**src/hw/rtl/wfaf_pkg.sv**
```systemverilog
`default_nettype none

package wfaf_pkg;

    localparam int unsigned MAC_W      = 48;
    localparam int unsigned MAC_BYTES  = 6;
    localparam int unsigned PLEN_W     = 3;
    localparam int unsigned FC_W       = 16;
    localparam int unsigned LEN_W      = 12;
    localparam int unsigned RSSI_W     = 8;
    localparam int unsigned CFG_IDX_W  = 3;
    localparam int unsigned NUM_ADDR   = 3;

    localparam logic [LEN_W-1:0]         FCS_BYTES       = 12'd4;
    localparam logic signed [RSSI_W-1:0] RSSI_THR_RESET  = -8'sd96;

    typedef enum logic [CFG_IDX_W-1:0] {
        REG_OWN_MAC        = 3'd0,
        REG_OWN_PREFIX     = 3'd1,
        REG_MATCH_MAC      = 3'd2,
        REG_MATCH_PREFIX   = 3'd3,
        REG_RSSI_THRESHOLD = 3'd4
    } cfg_reg_t;

    typedef enum logic [1:0] {
        CLASS_MGMT = 2'd0,
        CLASS_CTRL = 2'd1,
        CLASS_DATA = 2'd2,
        CLASS_MISC = 2'd3
    } pkt_class_t;

    typedef enum logic [3:0] {
        SUBTYPE_BAR     = 4'd8,
        SUBTYPE_BA      = 4'd9,
        SUBTYPE_PS_POLL = 4'd10,
        SUBTYPE_RTS     = 4'd11,
        SUBTYPE_CTS     = 4'd12,
        SUBTYPE_ACK     = 4'd13
    } ctrl_subtype_t;

    // bit 0 addr1, bit 1 addr2, bit 2 addr3
    typedef struct packed {
        logic [NUM_ADDR-1:0] own_sel;
        logic [NUM_ADDR-1:0] match_sel;
    } role_sel_t;

    // bit 5 covers the first transmitted byte (bits 47:40)
    function automatic logic [MAC_BYTES-1:0] prefix_mask(input logic [PLEN_W-1:0] len);
        logic [MAC_BYTES-1:0] m;
        begin
            unique case (len)
                3'd0:    m = 6'b000000;
                3'd1:    m = 6'b100000;
                3'd2:    m = 6'b110000;
                3'd3:    m = 6'b111000;
                3'd4:    m = 6'b111100;
                3'd5:    m = 6'b111110;
                default: m = 6'b111111;
            endcase
            return m;
        end
    endfunction

    function automatic logic [MAC_BYTES-1:0] byte_eq(input logic [MAC_W-1:0] a,
                                                     input logic [MAC_W-1:0] b);
        logic [MAC_BYTES-1:0] e;
        begin
            for (int k = 0; k < MAC_BYTES; k++)
            begin
                e[k] = (a[8*k +: 8] == b[8*k +: 8]);
            end
            return e;
        end
    endfunction

endpackage

`default_nettype wire

```
**src/hw/rtl/wfaf_if.sv**
```systemverilog
`default_nettype none

interface wfaf_hdr_if;
    logic                                  valid;
    logic                                  ready;
    logic [1:0]                            pkt_class;
    logic                                  rx_error;
    logic [wfaf_pkg::FC_W-1:0]             frame_control;
    logic signed [wfaf_pkg::RSSI_W-1:0]    rssi;
    logic [wfaf_pkg::MAC_W-1:0]            addr1;
    logic [wfaf_pkg::MAC_W-1:0]            addr2;
    logic [wfaf_pkg::MAC_W-1:0]            addr3;
    logic [wfaf_pkg::LEN_W-1:0]            frame_length;

    modport source (output valid, pkt_class, rx_error, frame_control, rssi,
                    addr1, addr2, addr3, frame_length, input ready);
    modport sink   (input valid, pkt_class, rx_error, frame_control, rssi,
                    addr1, addr2, addr3, frame_length, output ready);
endinterface

interface wfaf_res_if;
    logic                          valid;
    logic                          ready;
    logic                          accept;
    logic                          own_hit;
    logic                          match_hit;
    logic                          rssi_ok;
    logic [wfaf_pkg::LEN_W-1:0]    trimmed_length;

    modport source (output valid, accept, own_hit, match_hit, rssi_ok, trimmed_length,
                    input ready);
    modport sink   (input valid, accept, own_hit, match_hit, rssi_ok, trimmed_length,
                    output ready);
endinterface

interface wfaf_cfg_if;
    logic                              valid;
    logic                              ready;
    logic [wfaf_pkg::CFG_IDX_W-1:0]    index;
    logic [wfaf_pkg::MAC_W-1:0]        data;

    modport source (output valid, index, data, input ready);
    modport sink   (input valid, index, data, output ready);
endinterface

`default_nettype wire

```
**src/hw/rtl/wfaf_role_dec.sv**
```systemverilog
`default_nettype none

module wfaf_role_dec
(
    input  wire logic [1:0]                     pkt_class,
    input  wire logic                           rx_error,
    input  wire logic [wfaf_pkg::FC_W-1:0]      frame_control,
    output wfaf_pkg::role_sel_t                 sel
);

    logic [3:0] subtype;
    logic       to_ds;
    logic       from_ds;

    assign subtype = frame_control[7:4];
    assign to_ds   = frame_control[8];
    assign from_ds = frame_control[9];

    always_comb
    begin
        sel.own_sel   = 3'b000;
        sel.match_sel = 3'b000;
        if (!rx_error)
        begin
            unique case (wfaf_pkg::pkt_class_t'(pkt_class))
                wfaf_pkg::CLASS_MGMT:
                begin
                    sel.own_sel   = 3'b111;
                    sel.match_sel = 3'b011;
                end
                wfaf_pkg::CLASS_DATA:
                begin
                    priority if (from_ds && !to_ds)
                    begin
                        sel.own_sel   = 3'b101;
                        sel.match_sel = 3'b100;
                    end
                    else if (to_ds && !from_ds)
                    begin
                        sel.own_sel   = 3'b110;
                        sel.match_sel = 3'b010;
                    end
                    else
                    begin
                        sel.own_sel   = 3'b011;
                        sel.match_sel = 3'b010;
                    end
                end
                wfaf_pkg::CLASS_CTRL:
                begin
                    unique case (subtype)
                        wfaf_pkg::SUBTYPE_BAR, wfaf_pkg::SUBTYPE_BA, wfaf_pkg::SUBTYPE_RTS:
                        begin
                            sel.own_sel   = 3'b011;
                            sel.match_sel = 3'b010;
                        end
                        wfaf_pkg::SUBTYPE_PS_POLL:
                        begin
                            sel.own_sel   = 3'b010;
                            sel.match_sel = 3'b010;
                        end
                        wfaf_pkg::SUBTYPE_CTS, wfaf_pkg::SUBTYPE_ACK:
                        begin
                            sel.own_sel   = 3'b001;
                            sel.match_sel = 3'b001;
                        end
                        default:
                        begin
                            sel.own_sel   = 3'b000;
                            sel.match_sel = 3'b000;
                        end
                    endcase
                end
                default:
                begin
                    sel.own_sel   = 3'b000;
                    sel.match_sel = 3'b000;
                end
            endcase
        end
    end

endmodule

`default_nettype wire

```
**src/hw/rtl/wlan_frame_address_filter.sv**
```systemverilog
`default_nettype none

// Each header transaction gives one result, registered through every stage in turn.
// Throughput: one header per cycle unless res stalls; each of the three stages
// advances when it is empty or the stage after it moves, so bubbles are filled while
// the output waits. Reset clears all stage valid bits and loads the config registers
// with their defaults (addresses 0, prefix lengths 0, RSSI threshold -96 dBm).
module wlan_frame_address_filter
(
    input  wire logic   clk,
    input  wire logic   rst_n,
    wfaf_cfg_if.sink    cfg,
    wfaf_hdr_if.sink    hdr,
    wfaf_res_if.source  res
);

    localparam int unsigned NB = wfaf_pkg::MAC_BYTES;

    // configuration
    logic [wfaf_pkg::MAC_W-1:0]          own_mac_reg;
    logic [wfaf_pkg::PLEN_W-1:0]         own_plen_reg;
    logic [wfaf_pkg::MAC_W-1:0]          match_mac_reg;
    logic [wfaf_pkg::PLEN_W-1:0]         match_plen_reg;
    logic signed [wfaf_pkg::RSSI_W-1:0]  rssi_thr_reg;

    assign cfg.ready = 1'b1;

    always_ff @(posedge clk or negedge rst_n)
    begin
        if (!rst_n)
        begin
            own_mac_reg    <= '0;
            own_plen_reg   <= '0;
            match_mac_reg  <= '0;
            match_plen_reg <= '0;
            rssi_thr_reg   <= wfaf_pkg::RSSI_THR_RESET;
        end
        else if (cfg.valid)
        begin
            unique case (cfg.index)
                wfaf_pkg::REG_OWN_MAC:        own_mac_reg    <= cfg.data;
                wfaf_pkg::REG_OWN_PREFIX:     own_plen_reg   <= cfg.data[wfaf_pkg::PLEN_W-1:0];
                wfaf_pkg::REG_MATCH_MAC:      match_mac_reg  <= cfg.data;
                wfaf_pkg::REG_MATCH_PREFIX:   match_plen_reg <= cfg.data[wfaf_pkg::PLEN_W-1:0];
                wfaf_pkg::REG_RSSI_THRESHOLD: rssi_thr_reg   <= cfg.data[wfaf_pkg::RSSI_W-1:0];
                default: ;
            endcase
        end
    end

    // stage handshake
    logic v1_reg, v2_reg, v3_reg;
    logic adv1, adv2, adv3;

    assign adv3      = !v3_reg || res.ready;
    assign adv2      = !v2_reg || adv3;
    assign adv1      = !v1_reg || adv2;
    assign hdr.ready = adv1;

    always_ff @(posedge clk or negedge rst_n)
    begin
        if (!rst_n)
        begin
            v1_reg <= 1'b0;
            v2_reg <= 1'b0;
            v3_reg <= 1'b0;
        end
        else
        begin
            if (adv1) v1_reg <= hdr.valid;
            if (adv2) v2_reg <= v1_reg;
            if (adv3) v3_reg <= v2_reg;
        end
    end

    // stage 1: byte compares, RSSI rule, length trim
    logic [NB-1:0] own_eq_next   [wfaf_pkg::NUM_ADDR];
    logic [NB-1:0] match_eq_next [wfaf_pkg::NUM_ADDR];
    logic [NB-1:0] own_eq_reg    [wfaf_pkg::NUM_ADDR];
    logic [NB-1:0] match_eq_reg  [wfaf_pkg::NUM_ADDR];
    logic                        rssi_ok_next, rssi_ok1_reg;
    logic [wfaf_pkg::LEN_W-1:0]  trim_next, trim1_reg;
    logic [1:0]                  class1_reg;
    logic                        err1_reg;
    logic [wfaf_pkg::FC_W-1:0]   fc1_reg;

    always_comb
    begin
        own_eq_next[0]   = wfaf_pkg::byte_eq(hdr.addr1, own_mac_reg);
        own_eq_next[1]   = wfaf_pkg::byte_eq(hdr.addr2, own_mac_reg);
        own_eq_next[2]   = wfaf_pkg::byte_eq(hdr.addr3, own_mac_reg);
        match_eq_next[0] = wfaf_pkg::byte_eq(hdr.addr1, match_mac_reg);
        match_eq_next[1] = wfaf_pkg::byte_eq(hdr.addr2, match_mac_reg);
        match_eq_next[2] = wfaf_pkg::byte_eq(hdr.addr3, match_mac_reg);
        rssi_ok_next = (rssi_thr_reg == '0) ||
                       (rssi_thr_reg[wfaf_pkg::RSSI_W-1] && (hdr.rssi >= rssi_thr_reg));
        trim_next = (hdr.frame_length >= wfaf_pkg::FCS_BYTES) ?
                    (hdr.frame_length - wfaf_pkg::FCS_BYTES) : '0;
    end

    always_ff @(posedge clk)
    begin
        if (adv1)
        begin
            own_eq_reg   <= own_eq_next;
            match_eq_reg <= match_eq_next;
            rssi_ok1_reg <= rssi_ok_next;
            trim1_reg    <= trim_next;
            class1_reg   <= hdr.pkt_class;
            err1_reg     <= hdr.rx_error;
            fc1_reg      <= hdr.frame_control;
        end
    end

    // stage 2: prefix hits per address, role selection
    logic [NB-1:0]                   own_mask, match_mask;
    logic [wfaf_pkg::NUM_ADDR-1:0]   own_addr_hit_next, match_addr_hit_next;
    logic [wfaf_pkg::NUM_ADDR-1:0]   own_addr_hit_reg, match_addr_hit_reg;
    wfaf_pkg::role_sel_t             sel_next, sel_reg;
    logic                            rssi_ok2_reg;
    logic [wfaf_pkg::LEN_W-1:0]      trim2_reg;

    assign own_mask   = wfaf_pkg::prefix_mask(own_plen_reg);
    assign match_mask = wfaf_pkg::prefix_mask(match_plen_reg);

    always_comb
    begin
        for (int a = 0; a < wfaf_pkg::NUM_ADDR; a++)
        begin
            own_addr_hit_next[a]   = &(own_eq_reg[a] | ~own_mask);
            match_addr_hit_next[a] = &(match_eq_reg[a] | ~match_mask);
        end
    end

    wfaf_role_dec u_role_dec
    (
        .pkt_class     (class1_reg),
        .rx_error      (err1_reg),
        .frame_control (fc1_reg),
        .sel           (sel_next)
    );

    always_ff @(posedge clk)
    begin
        if (adv2)
        begin
            own_addr_hit_reg   <= own_addr_hit_next;
            match_addr_hit_reg <= match_addr_hit_next;
            sel_reg            <= sel_next;
            rssi_ok2_reg       <= rssi_ok1_reg;
            trim2_reg          <= trim1_reg;
        end
    end

    // stage 3: combine into the output register
    logic                        own_next, match_next;
    logic                        accept_reg, own_reg, match_reg, rssi_ok3_reg;
    logic [wfaf_pkg::LEN_W-1:0]  trim3_reg;

    assign own_next   = |(own_addr_hit_reg & sel_reg.own_sel);
    assign match_next = |(match_addr_hit_reg & sel_reg.match_sel);

    always_ff @(posedge clk)
    begin
        if (adv3)
        begin
            // match is forced low for errored or misc frames by the role decoder
            accept_reg   <= rssi_ok2_reg && !own_next && match_next;
            own_reg      <= own_next;
            match_reg    <= match_next;
            rssi_ok3_reg <= rssi_ok2_reg;
            trim3_reg    <= trim2_reg;
        end
    end

    assign res.valid          = v3_reg;
    assign res.accept         = accept_reg;
    assign res.own_hit        = own_reg;
    assign res.match_hit      = match_reg;
    assign res.rssi_ok        = rssi_ok3_reg;
    assign res.trimmed_length = trim3_reg;

endmodule

`default_nettype wire
```
**src/flat_wrapper.sv**
```systemverilog
// flat-port wrapper written by rule: the top's interface ports become plain ports
module wlan_frame_address_filter_flat 
  (clk, rst_n, cfg_valid, cfg_index, cfg_data, cfg_ready, hdr_valid, hdr_pkt_class, hdr_rx_error, hdr_frame_control, hdr_rssi, hdr_addr1, hdr_addr2, hdr_addr3, hdr_frame_length, hdr_ready, res_valid, res_accept, res_own_hit, res_match_hit, res_rssi_ok, res_trimmed_length, res_ready);
  wfaf_cfg_if cfg_i ();
  wfaf_hdr_if hdr_i ();
  wfaf_res_if res_i ();
  input  wire logic clk;
  input  wire logic rst_n;
  input wire logic [$bits(cfg_i.valid)-1:0] cfg_valid;
  input wire logic [$bits(cfg_i.index)-1:0] cfg_index;
  input wire logic [$bits(cfg_i.data)-1:0] cfg_data;
  output wire logic [$bits(cfg_i.ready)-1:0] cfg_ready;
  input wire logic [$bits(hdr_i.valid)-1:0] hdr_valid;
  input wire logic [$bits(hdr_i.pkt_class)-1:0] hdr_pkt_class;
  input wire logic [$bits(hdr_i.rx_error)-1:0] hdr_rx_error;
  input wire logic [$bits(hdr_i.frame_control)-1:0] hdr_frame_control;
  input wire logic [$bits(hdr_i.rssi)-1:0] hdr_rssi;
  input wire logic [$bits(hdr_i.addr1)-1:0] hdr_addr1;
  input wire logic [$bits(hdr_i.addr2)-1:0] hdr_addr2;
  input wire logic [$bits(hdr_i.addr3)-1:0] hdr_addr3;
  input wire logic [$bits(hdr_i.frame_length)-1:0] hdr_frame_length;
  output wire logic [$bits(hdr_i.ready)-1:0] hdr_ready;
  output wire logic [$bits(res_i.valid)-1:0] res_valid;
  output wire logic [$bits(res_i.accept)-1:0] res_accept;
  output wire logic [$bits(res_i.own_hit)-1:0] res_own_hit;
  output wire logic [$bits(res_i.match_hit)-1:0] res_match_hit;
  output wire logic [$bits(res_i.rssi_ok)-1:0] res_rssi_ok;
  output wire logic [$bits(res_i.trimmed_length)-1:0] res_trimmed_length;
  input wire logic [$bits(res_i.ready)-1:0] res_ready;
  assign cfg_i.valid = cfg_valid;
  assign cfg_i.index = cfg_index;
  assign cfg_i.data = cfg_data;
  assign cfg_ready = cfg_i.ready;
  assign hdr_i.valid = hdr_valid;
  assign hdr_i.pkt_class = hdr_pkt_class;
  assign hdr_i.rx_error = hdr_rx_error;
  assign hdr_i.frame_control = hdr_frame_control;
  assign hdr_i.rssi = hdr_rssi;
  assign hdr_i.addr1 = hdr_addr1;
  assign hdr_i.addr2 = hdr_addr2;
  assign hdr_i.addr3 = hdr_addr3;
  assign hdr_i.frame_length = hdr_frame_length;
  assign hdr_ready = hdr_i.ready;
  assign res_valid = res_i.valid;
  assign res_accept = res_i.accept;
  assign res_own_hit = res_i.own_hit;
  assign res_match_hit = res_i.match_hit;
  assign res_rssi_ok = res_i.rssi_ok;
  assign res_trimmed_length = res_i.trimmed_length;
  assign res_i.ready = res_ready;
  wlan_frame_address_filter u_core (.clk(clk), .rst_n(rst_n), .cfg(cfg_i), .hdr(hdr_i), .res(res_i));
endmodule
```
**config.mk**
```make
export PLATFORM = sky130hd
export DESIGN_NAME = wlan_frame_address_filter_flat
export DESIGN_NICKNAME = d
export VERILOG_FILES = /design/src/hw/rtl/wfaf_pkg.sv /design/src/hw/rtl/wfaf_if.sv /design/src/hw/rtl/wfaf_role_dec.sv /design/src/hw/rtl/wlan_frame_address_filter.sv /design/src/flat_wrapper.sv
export SDC_FILE = /design/constraint.sdc
export NUM_CORES = 1
export LEC_CHECK = 0
export ABC_AREA = 1
export BUFFER_PORTS_ARGS = -buffer_cell sky130_fd_sc_hd__buf_2
export CAP_MARGIN = 20
export CORE_MARGIN = 2
export CORE_UTILIZATION = 55
export DETAILED_ROUTE_END_ITERATION = 12
export PLACE_DENSITY_LB_ADDON = 0.1
export SYNTH_ARGS = -nofsm -noshare
export SYNTH_HDL_FRONTEND = slang
export SYNTH_SLANG_ARGS = --single-unit
```
**constraint.sdc**
```tcl
create_clock -name clk -period 3.2 [get_ports clk]
set_clock_uncertainty 0.05 [all_clocks]
set_input_delay 0.32 -clock clk [delete_from_list [all_inputs] [get_ports clk]]
set_output_delay 0.32 -clock clk [all_outputs]
set_load 0.01 [all_outputs]
```
# After elaboration in Yosys (flattened, before gate mapping)
# Index checks and enable logic that the tools add are counted.
# totals
register_bits,216
in_bits,239
out_inout_bits,19
elab_cells,142
# classes
n_addsub,1
order_cmp,2
eq_ne,58
n_mux,6
bitwise,10
n_reduce_logical,35
# ops
op,n
$eq A8 B8 Y1,36
$pmux W6 S6,2
$or A6 B6 Y6,6
$reduce_and A6 Y1,6
$eq A4 B4 Y1 const B,6
$eq A3 B2 Y1 const B,6
$pmux W6 S3,1
$eq A3 B3 Y1 const B,5
$pmux W5 S3,1
$ge A12 B3 Y1 const B,1
$mux W6,2
$not A6 Y6,2
$sub A12 B3 Y12 const B,1
$reduce_and A2 Y1,5
$eq A3 B1 Y1 const B,3
$logic_not A3 Y1,3
$reduce_or A3 Y1,3
$ge A8 B8 Y1,1
$logic_not A8 Y1,1
$and A3 B3 Y3,2
$logic_not A1 Y1,6
$logic_and A1 B1 Y1,5
$logic_or A1 B1 Y1,4
$eq A2 B1 Y1 const B,1
other kinds (3),3

# Logic depth before layout (Yosys ltp)
# Gate-level depths: netlist of run 1.
# logic_depth
ltp_word,5
mapped_depth,13
mapped_depth_nobuf,13

# Hierarchy
# A second synthesis of run 1 with hierarchy kept.
# hier_totals
hier_cells,1160
hier_area_um2,11706.2
# modules_own_cells
mod,n_inst,cells_each,area_each_um2,seq_area_each_um2
wlan_frame_address_filter,1,1129,11558.6,6103.4
wfaf_role_dec,1,31,147.6,0.0

# Worst setup path after synthesis of run 1
# Ideal clock, no wire load.
# synth_path
kind,register -> register
startpoint,"reg u_core.v3_reg, in the netlist u_core.res.valid"
endpoint,"reg u_core.class1_reg[0], enable pin"
setup_time_ns,0.421
t_arrival_ns,2.279
t_required_ns,2.729
path_slack_ns,0.451
path_stages_with_launch,4
path_buffers,0
synth_period_minus_slack_ns,2.749
cell_sequence,dfrtp_1 nand2_1 nor2_1 nand2_1
# synth_via
elab_chain_cells,4
# synth_lines
element,line_no,source
start: declaration,wlan_frame_address_filter.sv:52,"logic v1_reg, v2_reg, v3_reg;"
start signal: assignment,wlan_frame_address_filter.sv:72,if (adv3) v3_reg <= v2_reg;
$logic_not A1 Y1,wlan_frame_address_filter.sv:55,assign adv3 = !v3_reg || res.ready;
$logic_or A1 B1 Y1,wlan_frame_address_filter.sv:55,
via u_core.adv3,wlan_frame_address_filter.sv:53,"logic adv1, adv2, adv3;"
$logic_or A1 B1 Y1,wlan_frame_address_filter.sv:56,assign adv2 = !v2_reg || adv3;
$logic_or A1 B1 Y1,wlan_frame_address_filter.sv:57,assign adv1 = !v1_reg || adv2;
via hdr_ready,flat_wrapper.sv:22,output wire logic [$bits(hdr_i.ready)-1:0] hdr_ready;
end signal: assignment,wlan_frame_address_filter.sv:109,class1_reg <= hdr.pkt_class;
end: declaration,wlan_frame_address_filter.sv:83,logic [1:0] class1_reg;
# The timed path passes the listed nets, and every way through them passes these cells.
# A chain may end at the register's enable or synchronous reset.

# Final worst setup path of run 1
# layout_path
startpoint,"reg u_core.v3_reg, in the netlist u_core.res.valid"
endpoint,out hdr_ready
# layout_via
elab_chain_cells,4
# layout_lines
element,line_no
$logic_not A1 Y1,wlan_frame_address_filter.sv:55
$logic_or A1 B1 Y1,wlan_frame_address_filter.sv:55
via u_core.adv3,wlan_frame_address_filter.sv:53
$logic_or A1 B1 Y1,wlan_frame_address_filter.sv:56
$logic_or A1 B1 Y1,wlan_frame_address_filter.sv:57
end: declaration,flat_wrapper.sv:22
# The timed path passes the listed nets, and every way through them passes these cells.

==> results of run 1 <==
## worst reg2reg max path, delay by kind of cell, from the launching register on
kind,cells,cell delay (ns)
DFF,1,0.37
and+or+nand+nor,3,0.53
buffers and inverters,2,0.63
## where the power goes
part	internal [mW]	switching [mW]
sequential	3.29	0.471
combinational	0.880	0.791
clock	1.72	1.08
## cell usage after synthesis, drive strengths merged, types with 2 or more instances
cell / number / share of area (%)
nand2: 193 / 6.4
nor2: 59 / 2.0
nand3: 6 / 0.27
dfrtp: 111 / 25
edfxtp: 98 / 26
nand4: 73 / 4.0
xor2: 27 / 2.1
a211oi: 4 / 0.27
ha: 12 / 1.3
a21oi: 10 / 0.44
clkbuf: 10 / 0.33
xnor2: 237 / 18
o32ai: 3 / 0.23
o21ai: 126 / 5.6
buf: 13 / 0.96
nor4: 15 / 0.83
or2: 18 / 1.0
a221oi: 2 / 0.16
o22ai: 7 / 0.39
nor3: 2 / 0.13
inv: 111 / 3.7
dfstp: 2 / 0.47
nand3b: 2 / 0.17
## worst paths after layout
| check | from | end | cells past startpoint |
|---|---|---|---|
| min in group asynchronous | rst_n | u_core.own_mac_reg[11] | 2 |
| max in group asynchronous | rst_n | u_core.match_mac_reg[35] | 3 |
| hold reg to reg | u_core.trim1_reg[9] | u_core.trim2_reg[9] | 0 |
| setup reg to reg | u_core.res.valid | u_core.rssi_ok1_reg | 5 |
| setup / recovery | u_core.res.valid | hdr_ready | 5 |
| hold / removal | cfg_data[41] | u_core.match_mac_reg[41] | 3 |
## cell families (layout without fill, tap and decap cells)
kind of cell    Yosys count  count (layout)
simple gates            368             368
fa+ha+maj                12              12
compound gates          154             154
xor+xnor                264             264
other cells               1               3
flops                   211             211
buf+inv                 134             427
## area by class of cell
class	count	area share, %
flip-flops and latches	211	41.7
multi-input cells	799	36.0
repair buffers	272	10.9
clock buffers	29	4.79
inverters	111	3.01
well taps	270	2.44
clock inverters	15	1.14
diodes	2	0.0362
## per-layer routing
layer	routed length, um	GRT usage (%)	part of all wire, %	up-vias
met5	0	0	0	-
met4	752	7.45	2.9	0
met3	1270	3.57	4.9	56
met2	12800	41.1	50	242
met1	11000	31.2	43	4043
li1	-	-	-	4362
## per-stage QoR
| step | std cells | total power [mW] | utilization (%) | hold WS, ns | cell area (um2) |
|---|---|---|---|---|---|
| floorplan | 1144 | 4.87 | - | -0.0256 | 11300 |
| global placement | 1644 | 5.40 | 63.5 | 0.350 | 12800 |
| detailed placement | 1644 | 5.46 | 63.5 | 0.355 | 12800 |
| CTS | 1707 | 8.30 | 68.5 | 0.000598 | 13800 |
| global route | 1708 | 8.65 | 68.6 | 0.00465 | 13800 |
| finish | 1709 | 8.23 | 68.6 | 0.0117 | 13800 |
## cells in the final DEF (no fill, tap or decap), types with 27 or more instances in the layout
master    netlist  final
buf_2           3    245
xnor2_1       237    237
nand2_1       192    191
inv_1         111    111
dfrtp_1       111    111
o21ai_0       100    100
edfxtp_1       98     98
nand4_1        73     73
nor2_1         57     57
xor2_1         27     27
==> metrics.cfg, run 1 <==
[setup_path]
crit_type=flip-flop to primary output
cpMaxStageDelayCell=dfrtp_1
worstPathMaxFanout=20
endpoint_kind=primary output
path_delay_family=simple AND/OR/NAND/NOR gates
cpPeakStageDelay_ns=0.34
arrival_ns=1.87
rrSetupSlack_ns=1.29
required_ns=2.83
cp_num_buf_inv=2
crit_chain=nand2_1 > buf_4 > nor2_1 > nand2_2 > buf_2
start_kind=flip-flop

[timing]
hold_viol_final=0
setup_slack_ns=0.964
rsz0062_at_grt=false
maxSlewViolCount=0
setup_viol=0
slew_headroom_pct=41.3
period_minus_slack_ns=2.24
fmax_mhz=447
setup_tns_ns=0
fin_crit_sh_pct=69.9
tightest_slew_ns=0.880

[synth]
async_reset_ff_share_pct=53.6
synthMuxAreaShare_pct=0
synth-edff-count=98
synth_compound_area_share_pct=7.20
yosys.cell_types.count=34
ys_seq_area_share_pct=51.1
synth_top_flop_cell=dfrtp_1
post_synth_and_or_nand_nor_area_fraction_pct=14.9
syn_area_um2=11300
ys_warn_count=0
synthCells=1144
synth_top_family_by_area=XOR/XNOR gates
synth_nets=1395
synth-xor-area-share_pct=20.5
synth_seq_cells=211
synthAdderAreaFrac_pct=1.33
avgSynthCellArea_um2=9.88

[flow_run]
max_cap_viol_count=0

[clock_network]
cts-resized-gates=0
cts_setup_buffers=0
cts_tree=yes
path_clk_slew_ns=0.06
cts.sinks=211
htreeDepth=1
cts_buffer_depth=3
cts_root_buf=clkbuf_16
clock_latency_ns=0.52
cts_hold_buffers=19
cts_buffers=24

[die]
die_h_um=147
floorplan.rows=52
num_io_pins=258
initial_core_util_pct=56.0
die_width_um=147
coreArea_um2=20200
dieArea_um2=21700

[detailed_routing]
drt_iter0_drc=367
dr.pass1.iters=5
drtAntennaViolNets=0
vias=8703
finalWirelength_um=25800
drc=0
routed_via_density=5.09
wl_per_cell_um=15.1

[layout]
fillers=1609
regArea_um2=5770
syn_to_final_growth_pct=22.4
multi_input_area_um2=4980
num-nets-final=1670
layout-drive-gt1-share_pct=22.1

[placed_design]
dpl.hpwl_um=19700
dp_worst_setup_slack_ns=1.18
gp_congestion=0.904
port_buffers=246

[global_route]
grt_pass1_vias=8520
grt_pass1_wl_um=41300
grt_util_all_layers_pct=23.8
grt_overflow=0
grt_start_max_net_pins=57
antenna_found_initial=2

[outcome]
status=finished clean

[power_and_ir_drop]
p_leak_nw=6.08
ir_drop_mv=0.438
power_density_nw_per_um2=595

[worst_hold_path]
min_path_type=primary input to flip-flop

Note: power is estimated with default switching activity, not from simulation.
==> inputs of run 2 (changes only) <==
clock period = 2.3 ns   (was 3.2 ns; I/O delays follow)
==> metrics.cfg, run 2 (synthesis gave the netlist of run 1 again) <==
[die]
die_h_um=147
initial_core_util_pct=56.0
dieArea_um2=21700
num_io_pins=258
floorplan.rows=52
coreArea_um2=20200
die_width_um=147

[detailed_routing]
drt_iter0_drc=376
finalWirelength_um=26300
vias=8806
drc=0
wl_per_cell_um=15.1
routed_via_density=5.06
drtAntennaViolNets=0
dr.pass1.iters=5

[outcome]
status=finished clean

[layout]
fillers=1559
num-nets-final=1707
syn_to_final_growth_pct=25.4
final_core_utilization_pct=70.3
antenna_cells=0
final_cell_mix=buf_2, xnor2_1, nand2_1
final_common_cell=buf_2
layout-drive-gt1-share_pct=21.3

[power_and_ir_drop]
power_density_nw_per_um2=804
ir_drop_mv=0.658
p_leak_nw=6.23

[clock_network]
clock_latency_ns=0.50
htreeDepth=1
cts_buffer_depth=3
cts_tree=yes
path_clk_slew_ns=0.06
cts-resized-gates=0
cts_root_buf=clkbuf_16
cts_buffers=23
cts_setup_buffers=0
cts.sinks=211

[global_route]
grt_pass1_vias=8862
grt_util_all_layers_pct=24.7
grt_start_max_net_pins=114
grt_overflow=0
grt_pass1_wl_um=43100
antenna_found_initial=0

[timing]
period_minus_slack_ns=1.85
hold_viol_final=0
tightest_slew_ns=0.641
maxSlewViolCount=0
rsz0062_at_grt=false
setup_tns_ns=0
fin_crit_sh_pct=80.5
slew_headroom_pct=57.3
fmax_mhz=540
setup_viol=0
whs_ns=0.0292

[setup_path]
rrSetupSlack_ns=0.48
r2r-start=u_core.rssi_thr_reg[7]
endpoint_kind=primary output
start_kind=flip-flop
crit_type=flip-flop to primary output
worstPathMaxFanout=16
reg2reg_depth=9
r2r-end=u_core.rssi_ok1_reg
arrival_ns=1.57
required_ns=2.02

[placed_design]
dpl.hpwl_um=19200
port_buffers=246
gp_congestion=0.892

[worst_hold_path]
holdPathStages=3
min_from=hdr_frame_length[1]
min_path_type=primary input to flip-flop
min_to=u_core.trim1_reg[1]

[flow_run]
max_cap_viol_count=0

## run 2: worst max-delay path, stage by stage, from the launching register on
cell	delay [ns]
dfrtp_1	0.33
nand2_1	0.07
nor2_1	0.19
nand2_2	0.26
buf_2	0.23
## run 2: power breakdown
part,internal (mW),switching [mW]
logic,1.27,1.10
clock network,2.35,1.44
registers,4.58,0.659
total,8.19,3.20
## run 2: through the flow
step	instance area (um2)	setup WS, ns	std cells	total power [mW]
floorplan	11300	0.110	1144	6.78
detailed placement	12800	0.471	1646	7.60
finish	14200	0.449	1742	11.4
global route	14200	0.254	1742	12.0
CTS	14200	0.412	1742	11.5
global placement	12800	0.494	1646	7.52
## run 2: what timing repair did
item	4_1_cts	5_1_grt
setup endpoints to repair	0	0
hold buffers	55	0
endpoints found under the hold margin	212	0
## run 2: layer usage
metal	track usage [%]	part of all wire (%)	wire length, um	up-vias
li1	-	-	-	4433
met1	32.0	43	11200	4079
met2	43.5	50	13200	240
met3	3.35	4.8	1270	54
met4	7.31	2.6	673	0
met5	0	0	0	-
## run 2: worst max-delay path by stage
stage / from / end / depth (start not counted)
after floorplan: u_core.res.valid / u_core.class1_reg[0] / 3
after global placement: u_core.rssi_thr_reg[7] / u_core.rssi_ok1_reg / 9
after detailed placement: u_core.rssi_thr_reg[7] / u_core.rssi_ok1_reg / 9
after CTS: u_core.res.valid / hdr_ready / 4
after global routing: u_core.res.valid / hdr_ready / 4
final: u_core.res.valid / hdr_ready / 4
## run 2: area by class of cell
class | instances | area, um2 | share of cell area [%]
multi-input combinational | 799 | 4980 | 35.1
sequential | 211 | 5770 | 40.7
tap | 270 | 338 | 2.38
clock buffer | 29 | 618 | 4.36
timing repair buffer | 310 | 1890 | 13.3
clock inverter | 12 | 163 | 1.15
inverter | 111 | 417 | 2.94
